$ cat src/rtl/core/ssd_pkg.sv
// Package for the seven-segment scan and blink driver.
// It holds the command codes, field widths and the character decode table.
// It depends on nothing else.
package ssd_pkg;

   localparam int OP_W      = 3;
   localparam int CHAR_W    = 8;
   localparam int ZONE_W    = 2;
   localparam int ZMODE_W   = 2;
   localparam int SEG_W     = 7;
   localparam int DRIVE_W   = 3;
   localparam int NUM_ZONES = 4;
   localparam int NUM_DIGITS = 3;
   localparam int SCAN_W    = 2;

   typedef logic [OP_W-1:0]    op_type;
   typedef logic [CHAR_W-1:0]  char_type;
   typedef logic [ZMODE_W-1:0] zmode_type;
   typedef logic [SEG_W-1:0]   seg_type;

   // Command codes; the remaining codes are ignored.
   localparam op_type OP_TICK     = 3'd0;
   localparam op_type OP_SET_MODE = 3'd1;
   localparam op_type OP_SET_DATA = 3'd2;
   localparam op_type OP_SET_ZONE = 3'd3;
   localparam op_type OP_OFF      = 3'd4;

   // Zone LED modes; mode three lights the LED like mode on.
   localparam zmode_type ZMODE_OFF   = 2'd0;
   localparam zmode_type ZMODE_BLINK = 2'd2;

   localparam char_type CHAR_SPACE = 8'h20;
   localparam char_type CHAR_NULL  = 8'h00;
   localparam char_type ANIM_FIRST = 8'h80;
   localparam char_type ANIM_LIMIT = 8'h86;

   localparam logic [SCAN_W-1:0] SCAN_LAST = 2'd2;

   // Character to segment pattern: digits, capitals, dash and the spinner codes.
   function automatic seg_type decode_char(input char_type c);
      seg_type seg;
      unique case (c)
         8'h30: seg = 7'h3F;
         8'h31: seg = 7'h06;
         8'h32: seg = 7'h5B;
         8'h33: seg = 7'h4F;
         8'h34: seg = 7'h66;
         8'h35: seg = 7'h6D;
         8'h36: seg = 7'h7D;
         8'h37: seg = 7'h07;
         8'h38: seg = 7'h7F;
         8'h39: seg = 7'h6F;
         8'h41: seg = 7'h77;
         8'h42: seg = 7'h7C;
         8'h43: seg = 7'h39;
         8'h44: seg = 7'h5E;
         8'h45: seg = 7'h79;
         8'h46: seg = 7'h71;
         8'h47: seg = 7'h6F;
         8'h48: seg = 7'h74;
         8'h49: seg = 7'h10;
         8'h4A: seg = 7'h0E;
         8'h4B: seg = 7'h70;
         8'h4C: seg = 7'h38;
         8'h4D: seg = 7'h37;
         8'h4E: seg = 7'h54;
         8'h4F: seg = 7'h5C;
         8'h50: seg = 7'h73;
         8'h51: seg = 7'h67;
         8'h52: seg = 7'h50;
         8'h53: seg = 7'h6D;
         8'h54: seg = 7'h78;
         8'h55: seg = 7'h1C;
         8'h56: seg = 7'h3E;
         8'h57: seg = 7'h7E;
         8'h58: seg = 7'h64;
         8'h59: seg = 7'h6E;
         8'h5A: seg = 7'h5B;
         8'h2D: seg = 7'h40;
         8'h80: seg = 7'h20;
         8'h81: seg = 7'h10;
         8'h82: seg = 7'h08;
         8'h83: seg = 7'h04;
         8'h84: seg = 7'h02;
         8'h85: seg = 7'h01;
         default: seg = '0;
      endcase
      return seg;
   endfunction

endpackage

$ cat src/rtl/core/ssd_chan_ifs.sv
// Valid/ready channel interfaces for the command and pin-state streams.
// They depend on ssd_pkg for the field widths.
interface ssd_req_if;
   logic                          valid;
   logic                          ready;
   logic [ssd_pkg::OP_W-1:0]      op;
   logic [ssd_pkg::CHAR_W-1:0]    char_first;
   logic [ssd_pkg::CHAR_W-1:0]    char_second;
   logic [ssd_pkg::ZONE_W-1:0]    zone_index;
   logic [ssd_pkg::ZMODE_W-1:0]   zone_mode;

   modport source (output valid, op, char_first, char_second, zone_index, zone_mode,
                   input ready);
   modport sink   (input valid, op, char_first, char_second, zone_index, zone_mode,
                   output ready);
endinterface

interface ssd_rsp_if;
   logic                           valid;
   logic                           ready;
   logic [ssd_pkg::SEG_W-1:0]      segments;
   logic                           dot;
   logic [ssd_pkg::DRIVE_W-1:0]    digit_drive;
   logic [ssd_pkg::NUM_ZONES-1:0]  zone_leds;
   logic                           power_led;

   modport source (output valid, segments, dot, digit_drive, zone_leds, power_led,
                   input ready);
   modport sink   (input valid, segments, dot, digit_drive, zone_leds, power_led,
                   output ready);
endinterface

$ cat src/rtl/core/seven_segment_scan_blink_driver_core.sv
// Top level of the seven-segment scan and blink driver.
// It depends on ssd_pkg and on the channel interfaces in ssd_chan_ifs.sv.
//
//   Channel   Direction  Handshake       Beat
//   req_bus   in         valid / ready   one command (op, characters, zone fields)
//   rsp_bus   out        valid / ready   the pin state after that command
//   csr_*     in         write enable    dot blink enable bit
//
// Each command is decoded against the display state and the new pin state
// is registered together with rsp valid on the same edge.
// A command is taken in every cycle in which the result slot is empty or is
// being drained, so back-to-back beats run at one per cycle.
// A stalled result holds req ready low; nothing is lost or repeated.
// Reset (synchronous, active high) blanks the digits, clears all counters and
// zone modes, switches the display off and empties the result slot.
module seven_segment_scan_blink_driver_core #(
   parameter int BLINK_PERIOD_TICKS = 37,
   parameter int ANIM_PERIOD_TICKS  = 5
) (
   input  logic        clock,
   input  logic        reset,
   ssd_req_if.sink     req_bus,
   ssd_rsp_if.source   rsp_bus,
   input  logic        csr_write_enable,
   input  logic        csr_write_data
);

   localparam int BLINK_W = (BLINK_PERIOD_TICKS > 1) ? $clog2(BLINK_PERIOD_TICKS) : 1;
   localparam int ANIM_W  = (ANIM_PERIOD_TICKS > 1) ? $clog2(ANIM_PERIOD_TICKS) : 1;
   localparam logic [BLINK_W-1:0] BLINK_LAST = BLINK_W'(BLINK_PERIOD_TICKS - 1);
   localparam logic [ANIM_W-1:0]  ANIM_LAST  = ANIM_W'(ANIM_PERIOD_TICKS - 1);

   // Display state.
   logic                              dot_blink_enable_ff;
   ssd_pkg::char_type                 digit_chars_ff [ssd_pkg::NUM_DIGITS];
   ssd_pkg::char_type                 digit_chars_in [ssd_pkg::NUM_DIGITS];
   ssd_pkg::zmode_type                zone_modes_ff  [ssd_pkg::NUM_ZONES];
   ssd_pkg::zmode_type                zone_modes_in  [ssd_pkg::NUM_ZONES];
   logic [ssd_pkg::SCAN_W-1:0]        scan_index_ff, scan_index_in;
   logic [BLINK_W-1:0]                blink_count_ff, blink_count_in;
   logic [ANIM_W-1:0]                 anim_count_ff, anim_count_in;
   logic                              blink_flag_ff, blink_flag_in;
   logic                              display_on_ff, display_on_in;

   // Pin state; it is also the payload of the result beat, since it only
   // changes when a command is accepted, which needs the result slot free.
   ssd_pkg::seg_type                  segments_ff, segments_in;
   logic                              dot_ff, dot_in;
   logic [ssd_pkg::DRIVE_W-1:0]       digit_drive_ff, digit_drive_in;
   logic [ssd_pkg::NUM_ZONES-1:0]     zone_leds_ff, zone_leds_in;
   logic                              power_led_ff, power_led_in;
   logic                              rsp_valid_ff;

   logic                              req_accept;
   logic                              blink_wrap;
   logic                              anim_wrap;
   ssd_pkg::char_type                 anim_next_char;
   ssd_pkg::char_type                 scan_char;
   logic [ssd_pkg::SCAN_W-1:0]        zone_sel;

   assign req_bus.ready = !rsp_valid_ff || rsp_bus.ready;
   assign req_accept    = req_bus.valid && req_bus.ready;

   assign rsp_bus.valid       = rsp_valid_ff;
   assign rsp_bus.segments    = segments_ff;
   assign rsp_bus.dot         = dot_ff;
   assign rsp_bus.digit_drive = digit_drive_ff;
   assign rsp_bus.zone_leds   = zone_leds_ff;
   assign rsp_bus.power_led   = power_led_ff;

   assign blink_wrap = (blink_count_ff == BLINK_LAST);
   assign anim_wrap  = (anim_count_ff == ANIM_LAST);
   assign zone_sel   = req_bus.zone_index;

   // The spinner step wraps within 8 bits; anything landing past the last
   // spinner code restarts at the first, while a wrap to zero is kept.
   always_comb begin
      anim_next_char = digit_chars_ff[0] + 8'd1;
      if (anim_next_char >= ssd_pkg::ANIM_LIMIT) begin
         anim_next_char = ssd_pkg::ANIM_FIRST;
      end
   end

   // Next-state logic for one command.
   always_comb begin
      digit_chars_in = digit_chars_ff;
      zone_modes_in  = zone_modes_ff;
      scan_index_in  = scan_index_ff;
      blink_count_in = blink_count_ff;
      anim_count_in  = anim_count_ff;
      blink_flag_in  = blink_flag_ff;
      display_on_in  = display_on_ff;
      segments_in    = segments_ff;
      dot_in         = dot_ff;
      digit_drive_in = digit_drive_ff;
      zone_leds_in   = zone_leds_ff;
      power_led_in   = power_led_ff;
      scan_char      = digit_chars_ff[0];

      unique case (req_bus.op)
         ssd_pkg::OP_TICK: begin
            // A tick while the display is off changes nothing at all.
            if (display_on_ff) begin
               blink_count_in = blink_wrap ? '0 : blink_count_ff + BLINK_W'(1);
               anim_count_in  = anim_wrap  ? '0 : anim_count_ff + ANIM_W'(1);

               // On a blink wrap the flag toggles and blinking zones follow it.
               if (blink_wrap) begin
                  blink_flag_in = !blink_flag_ff;
                  for (int z = 0; z < ssd_pkg::NUM_ZONES; z++) begin
                     if (zone_modes_ff[z] == ssd_pkg::ZMODE_BLINK) begin
                        zone_leds_in[z] = !blink_flag_ff;
                     end
                  end
               end

               if ((digit_chars_ff[0] >= ssd_pkg::ANIM_FIRST) && anim_wrap) begin
                  digit_chars_in[0] = anim_next_char;
               end

               // Advance the scan and show the (possibly just updated) digit.
               if (scan_index_ff >= ssd_pkg::SCAN_LAST) begin
                  scan_index_in = '0;
                  scan_char     = digit_chars_in[0];
                  digit_drive_in = 3'b100;
                  dot_in         = 1'b0;
               end else if (scan_index_ff == 2'd0) begin
                  scan_index_in  = 2'd1;
                  scan_char      = digit_chars_ff[1];
                  digit_drive_in = 3'b010;
                  dot_in         = 1'b0;
               end else begin
                  scan_index_in  = ssd_pkg::SCAN_LAST;
                  scan_char      = digit_chars_ff[2];
                  digit_drive_in = 3'b001;
                  dot_in         = dot_blink_enable_ff && blink_flag_in;
               end
               segments_in = ssd_pkg::decode_char(scan_char);
            end
         end
         ssd_pkg::OP_SET_MODE: begin
            display_on_in     = 1'b1;
            power_led_in      = 1'b1;
            digit_chars_in[0] = req_bus.char_first;
         end
         ssd_pkg::OP_SET_DATA: begin
            display_on_in = 1'b1;
            power_led_in  = 1'b1;
            // A zero second character means a single right-aligned character.
            if (req_bus.char_second != ssd_pkg::CHAR_NULL) begin
               digit_chars_in[1] = req_bus.char_first;
               digit_chars_in[2] = req_bus.char_second;
            end else begin
               digit_chars_in[1] = ssd_pkg::CHAR_NULL;
               digit_chars_in[2] = req_bus.char_first;
            end
         end
         ssd_pkg::OP_SET_ZONE: begin
            display_on_in = 1'b1;
            power_led_in  = 1'b1;
            // The LED is only driven when the mode really changes.
            if (zone_modes_ff[zone_sel] != req_bus.zone_mode) begin
               zone_modes_in[zone_sel] = req_bus.zone_mode;
               zone_leds_in[zone_sel]  = (req_bus.zone_mode != ssd_pkg::ZMODE_OFF);
            end
         end
         ssd_pkg::OP_OFF: begin
            // Segments and dot keep their last values.
            display_on_in  = 1'b0;
            power_led_in   = 1'b0;
            zone_leds_in   = '0;
            digit_drive_in = '0;
         end
         default: begin
            // Unknown commands leave everything as it is.
         end
      endcase
   end

   always_ff @(posedge clock) begin
      if (reset) begin
         dot_blink_enable_ff <= 1'b0;
         for (int d = 0; d < ssd_pkg::NUM_DIGITS; d++) begin
            digit_chars_ff[d] <= ssd_pkg::CHAR_SPACE;
         end
         for (int z = 0; z < ssd_pkg::NUM_ZONES; z++) begin
            zone_modes_ff[z] <= ssd_pkg::ZMODE_OFF;
         end
         scan_index_ff  <= '0;
         blink_count_ff <= '0;
         anim_count_ff  <= '0;
         blink_flag_ff  <= 1'b0;
         display_on_ff  <= 1'b0;
         segments_ff    <= '0;
         dot_ff         <= 1'b0;
         digit_drive_ff <= '0;
         zone_leds_ff   <= '0;
         power_led_ff   <= 1'b0;
         rsp_valid_ff   <= 1'b0;
      end else begin
         if (csr_write_enable) begin
            dot_blink_enable_ff <= csr_write_data;
         end
         if (req_accept) begin
            digit_chars_ff <= digit_chars_in;
            zone_modes_ff  <= zone_modes_in;
            scan_index_ff  <= scan_index_in;
            blink_count_ff <= blink_count_in;
            anim_count_ff  <= anim_count_in;
            blink_flag_ff  <= blink_flag_in;
            display_on_ff  <= display_on_in;
            segments_ff    <= segments_in;
            dot_ff         <= dot_in;
            digit_drive_ff <= digit_drive_in;
            zone_leds_ff   <= zone_leds_in;
            power_led_ff   <= power_led_in;
         end
         if (req_accept) begin
            rsp_valid_ff <= 1'b1;
         end else if (rsp_bus.ready) begin
            rsp_valid_ff <= 1'b0;
         end
      end
   end

   // At most one digit is ever driven.
   a_drive_onehot: assert property (@(posedge clock) disable iff (reset)
      $onehot0(digit_drive_ff))
      else $error("more than one digit driven");

   // The power indicator always mirrors the display on flag.
   a_power_matches_on: assert property (@(posedge clock) disable iff (reset)
      power_led_ff == display_on_ff)
      else $error("power LED out of step with display state");

   // While off no digit is driven.
   a_off_no_drive: assert property (@(posedge clock) disable iff (reset)
      !display_on_ff |-> (digit_drive_ff == '0))
      else $error("digit driven while display off");

   // Every accepted command leaves a result in the slot.
   a_accept_gives_result: assert property (@(posedge clock) disable iff (reset)
      req_accept |=> rsp_valid_ff)
      else $error("accepted command produced no result");

   // The scan only visits the three digits.
   a_scan_range: assert property (@(posedge clock) disable iff (reset)
      scan_index_ff != 2'd3)
      else $error("scan index out of range");

endmodule
$ cat src/flat_wrapper.sv
// flat-port wrapper written by rule: the top's interface ports become plain ports
module seven_segment_scan_blink_driver_core_flat 
#(
   parameter int BLINK_PERIOD_TICKS = 37,
   parameter int ANIM_PERIOD_TICKS  = 5
)
  (clock, reset, csr_write_enable, csr_write_data, req_bus_valid, req_bus_op, req_bus_char_first, req_bus_char_second, req_bus_zone_index, req_bus_zone_mode, req_bus_ready, rsp_bus_valid, rsp_bus_segments, rsp_bus_dot, rsp_bus_digit_drive, rsp_bus_zone_leds, rsp_bus_power_led, rsp_bus_ready);
  ssd_req_if req_bus_i ();
  ssd_rsp_if rsp_bus_i ();
  input  logic clock;
  input  logic reset;
  input  logic csr_write_enable;
  input  logic csr_write_data;
  input wire logic [$bits(req_bus_i.valid)-1:0] req_bus_valid;
  input wire logic [$bits(req_bus_i.op)-1:0] req_bus_op;
  input wire logic [$bits(req_bus_i.char_first)-1:0] req_bus_char_first;
  input wire logic [$bits(req_bus_i.char_second)-1:0] req_bus_char_second;
  input wire logic [$bits(req_bus_i.zone_index)-1:0] req_bus_zone_index;
  input wire logic [$bits(req_bus_i.zone_mode)-1:0] req_bus_zone_mode;
  output wire logic [$bits(req_bus_i.ready)-1:0] req_bus_ready;
  output wire logic [$bits(rsp_bus_i.valid)-1:0] rsp_bus_valid;
  output wire logic [$bits(rsp_bus_i.segments)-1:0] rsp_bus_segments;
  output wire logic [$bits(rsp_bus_i.dot)-1:0] rsp_bus_dot;
  output wire logic [$bits(rsp_bus_i.digit_drive)-1:0] rsp_bus_digit_drive;
  output wire logic [$bits(rsp_bus_i.zone_leds)-1:0] rsp_bus_zone_leds;
  output wire logic [$bits(rsp_bus_i.power_led)-1:0] rsp_bus_power_led;
  input wire logic [$bits(rsp_bus_i.ready)-1:0] rsp_bus_ready;
  assign req_bus_i.valid = req_bus_valid;
  assign req_bus_i.op = req_bus_op;
  assign req_bus_i.char_first = req_bus_char_first;
  assign req_bus_i.char_second = req_bus_char_second;
  assign req_bus_i.zone_index = req_bus_zone_index;
  assign req_bus_i.zone_mode = req_bus_zone_mode;
  assign req_bus_ready = req_bus_i.ready;
  assign rsp_bus_valid = rsp_bus_i.valid;
  assign rsp_bus_segments = rsp_bus_i.segments;
  assign rsp_bus_dot = rsp_bus_i.dot;
  assign rsp_bus_digit_drive = rsp_bus_i.digit_drive;
  assign rsp_bus_zone_leds = rsp_bus_i.zone_leds;
  assign rsp_bus_power_led = rsp_bus_i.power_led;
  assign rsp_bus_i.ready = rsp_bus_ready;
  seven_segment_scan_blink_driver_core #(.BLINK_PERIOD_TICKS(BLINK_PERIOD_TICKS), .ANIM_PERIOD_TICKS(ANIM_PERIOD_TICKS)) u_core (.clock(clock), .reset(reset), .req_bus(req_bus_i), .rsp_bus(rsp_bus_i), .csr_write_enable(csr_write_enable), .csr_write_data(csr_write_data));
endmodule
$ cat config.mk
export PLATFORM = sky130hd
export DESIGN_NAME = seven_segment_scan_blink_driver_core_flat
export DESIGN_NICKNAME = d
export VERILOG_FILES = /design/src/rtl/core/ssd_pkg.sv /design/src/rtl/core/ssd_chan_ifs.sv /design/src/rtl/core/seven_segment_scan_blink_driver_core.sv /design/src/flat_wrapper.sv
export SDC_FILE = /design/constraint.sdc
export NUM_CORES = 1
export LEC_CHECK = 0
export BUFFER_PORTS_ARGS = -buffer_cell sky130_fd_sc_hd__buf_4
export CORE_MARGIN = 3
export CORE_UTILIZATION = 60
export DETAILED_ROUTE_END_ITERATION = 7
export MAX_ROUTING_LAYER = met4
export PLACE_DENSITY = 0.87
export SYNTH_ARGS = -nofsm -noshare
export SYNTH_HDL_FRONTEND = slang
export SYNTH_SLANG_ARGS = --single-unit
$ cat constraint.sdc
create_clock -name clock -period 5.2 [get_ports clock]
set_clock_uncertainty 0.2 [all_clocks]
set_input_delay 0.52 -clock clock [delete_from_list [all_inputs] [get_ports clock]]
set_output_delay 0.52 -clock clock [all_outputs]
set_load 0.02 [all_outputs]
==> flow_metrics.env <==
export IMPL_status="completed"
export IMPL_critPathLaunchType="flip-flop"
export IMPL_fmax_mhz=269
export IMPL_synth_seq_cells=62
export IMPL_rows=29
export IMPL_ant_nets=0
export IMPL_die_area_sq_mm=0.00796
export IMPL_post_cts_buffers=0
export IMPL_drt_wl_total_um=11500
export IMPL_fillers=528
export IMPL_grt_overflow_total=0
export IMPL_dp_cells=618
export IMPL_ys_warn_count=0
export IMPL_drt_iter0_drc=354
export IMPL_tightest_slew_ns=0.805
export IMPL_finalSetupViolations=0
export IMPL_met3RoutedLength_um=756
export IMPL_rsz0062_at_grt="no"
export IMPL_cts_tree="built"
export IMPL_root_buffer="clkbuf_8"
export IMPL_ys_types=79
export IMPL_htree_levels=3
export IMPL_whs_ns=0.202
export IMPL_gp_congestion=0.918
export IMPL_num_io_pins=47
export IMPL_fin_cells=634
export IMPL_die_x_um=89.2
export IMPL_grt_pass1_wl_um=19100
export IMPL_vias_per_cell=6.81
export IMPL_coreArea_sq_mm=0.00653
export IMPL_wl_per_cell_um=18.2
export IMPL_post_cts_resized=0
export IMPL_synth_edf_count=0
export IMPL_critPathKind="reg2reg"
export IMPL_synth_avg_cell_area_sq_um=7.82
export IMPL_grt_pass1_vias=3932
export IMPL_drc=0
export IMPL_hold_viol_final=0
export IMPL_initial_core_util_pct=63.7
export IMPL_min_path_type="in2reg"
export IMPL_power_leakage_uw=0.00164
export IMPL_synth_seq_area_share_pct=29.9
export IMPL_finalCriticalPeriod_ns=3.72
export IMPL_p_per_area_mw_per_mm2=233
export IMPL_fin_nets=588
export IMPL_cts_clk_slew_worst_paths_ns=0.08
export IMPL_vias=4317
export IMPL_cp_max_fo=11
export IMPL_arrival_ns=3.78
export IMPL_firstDrtPassIters=5
export IMPL_final_area_sq_mm=0.00467
export IMPL_layout_worst_path_cycle_share_pct=71.6
export IMPL_diodes=0
export IMPL_synth_cells=532
export IMPL_dpl_hpwl_um=8270
export IMPL_hold_buffers=0
export IMPL_cts_buffer_depth=2
export IMPL_hold_path_cell_count=3
export IMPL_slew_limit_headroom_pct=46.3
export IMPL_insertion_delay_ns=0.35
export IMPL_setup_tns_ns=0
export IMPL_port_buffers=46
export IMPL_grt_max_degree=59
export IMPL_drive_above_1_share_pct=16.3
export IMPL_synthesis_area_sq_mm=0.00416
export IMPL_route_met2_wl_um=5660
export IMPL_cp_end_kind="flip-flop"
export IMPL_synth_main_ff_cell="dfxtp_1"
export IMPL_grt_usage_pct=31.3
export IMPL_async_flop_share_pct=0
export IMPL_peakVddDrop_mv=0.294
export IMPL_antenna_found_initial=0
export IMPL_top_layer_used="met4"
export IMPL_reg2reg_depth=10
export IMPL_numCtsBuffers=9
export IMPL_place_area_sq_mm=0.00444
export IMPL_synthesis_nets=568
export IMPL_area_growth_pct=12.2
export IMPL_cap_viol_max_count=0
export IMPL_wl_met1_um=4850
export IMPL_required_ns=5.25
export IMPL_maxSlewViolCount=0
export IMPL_clock_sinks=62
export IMPL_fp_dieH_um=89.2
## cells in the mapped netlist, types with 3 or more instances
cell type	instances	area share [%]
a211o_1	4	0.84
a211oi_1	16	2.9
a21oi_1	33	4.0
a22oi_1	12	2.2
a311oi_1	6	1.3
a31oi_1	9	1.4
a32o_1	3	0.72
a32oi_1	5	1.1
a41oi_1	3	0.63
and2_1	3	0.45
and3_1	7	1.1
buf_2	10	1.2
clkbuf_1	25	2.3
dfxtp_1	62	30
ha_1	7	2.1
inv_1	16	1.4
mux2i_1	18	4.3
nand2_1	42	3.8
nand3_1	19	2.3
nand3b_1	3	0.54
nand4_1	10	1.5
nor2_1	68	6.1
nor2b_1	9	1.4
nor3_1	19	2.3
nor3b_1	3	0.54
o211ai_1	7	1.3
o21ai_0	27	3.3
o21ai_1	4	0.48
o21bai_1	3	0.54
o22ai_1	3	0.45
o32a_1	3	0.72
or2_2	5	0.75
or3_1	4	0.60
or4_1	3	0.54
xnor2_1	5	1.1
xor2_1	4	0.84
## worst paths after layout
path	end	slack [ns]	from
worst min register to register	u_core.anim_count_ff[1]	0.28	u_core.anim_count_ff[1]
worst min-delay path	u_core.dot_blink_enable_ff	0.20	csr_write_data
worst max register to register	u_core.rsp_bus.segments[6]	1.48	u_core.digit_chars_ff[16]
worst max-delay path	u_core.rsp_bus.segments[6]	1.48	u_core.digit_chars_ff[16]
## cell usage in the layout (no fill, tap or decap), types with 9 or more instances in the layout
cell type / n
nor2_1: 68
clkbuf_8: 9
nor3_1: 19
dfxtp_1: 62
nand3_1: 19
a22oi_1: 12
mux2i_1: 18
o21ai_0: 27
a31oi_1: 9
nor2b_1: 9
nand4_1: 10
buf_4: 49
a211oi_1: 16
inv_1: 16
nand2_1: 42
a21oi_1: 33
## per-stage QoR
stage	utilization, %	power (uW)	worst slack [ns]
3_5_place_dp	67.9	605	1.58
5_1_grt	71.4	1130	1.21
6_report	71.4	1090	1.48
4_1_cts	71.4	1090	1.55
2_1_floorplan	-	564	1.95
3_3_place_gp	67.9	602	1.65
## flip-flops by register name, summed over array words and instances, names as in the netlist
name / flops
u_core.rsp_bus.digit_drive: 3
u_core.digit_chars_ff: 24
u_core.rsp_bus.segments: 7
u_core.anim_count_ff: 3
u_core.dot_blink_enable_ff: 1
u_core.rsp_bus.valid: 1
u_core.rsp_bus.dot: 1
u_core.scan_index_ff: 2
u_core.blink_flag_ff: 1
u_core.blink_count_ff: 6
u_core.zone_modes_ff: 8
u_core.display_on_ff: 1
u_core.rsp_bus.zone_leds: 4
## worst max-delay path, cell delays in order, from the launching register on
cell and delay [ns]:
dfxtp_1 0.54, inv_1 0.15, ha_1 0.38, or2_2 0.34
a221oi_4 0.36, a32oi_1 0.25, a211oi_2 0.56, nand2_2 0.17
o22ai_1 0.28, nor3_1 0.12, a311oi_1 0.28
## report_power, final
group	internal (uW)	leakage [uW]	switching (uW)
registers	483	0.000501	7.80
clock network	276	0.000112	213
logic	42.9	0.00103	63.3
total	802	0.00164	284
## per-layer routing
| metal | global-route usage, % | up-vias |
|---|---|---|
| met2 | 49.5 | 203 |
| met4 | 13.0 | 0 |
| li1 | - | 2027 |
| met1 | 39.2 | 2054 |
| met5 | - | - |
| met3 | 5.81 | 33 |
## logic make-up (layout without fill, tap and decap cells)
kind of cell | count (synthesis) | count (layout) | share of synthesized area [%]
simple gates | 209 | 209 | 24.8
compound gates | 166 | 166 | 29.1
flops | 62 | 62 | 29.9
buf+inv | 56 | 81 | 5.90
mux | 21 | 21 | 5.69
xor+xnor | 10 | 10 | 2.29
fa+ha+maj | 8 | 8 | 2.35
## layout make-up
cell class	instances	area, sq um	area share (%)
clock buffer	9	124	2.65
clock inverter	7	105	2.25
inverter	16	60.1	1.29
multi-input combinational	414	2670	57.3
sequential	62	1240	26.6
tap	77	96.3	2.06
timing repair buffer	49	368	7.88
(Power assumes the default switching activity.)
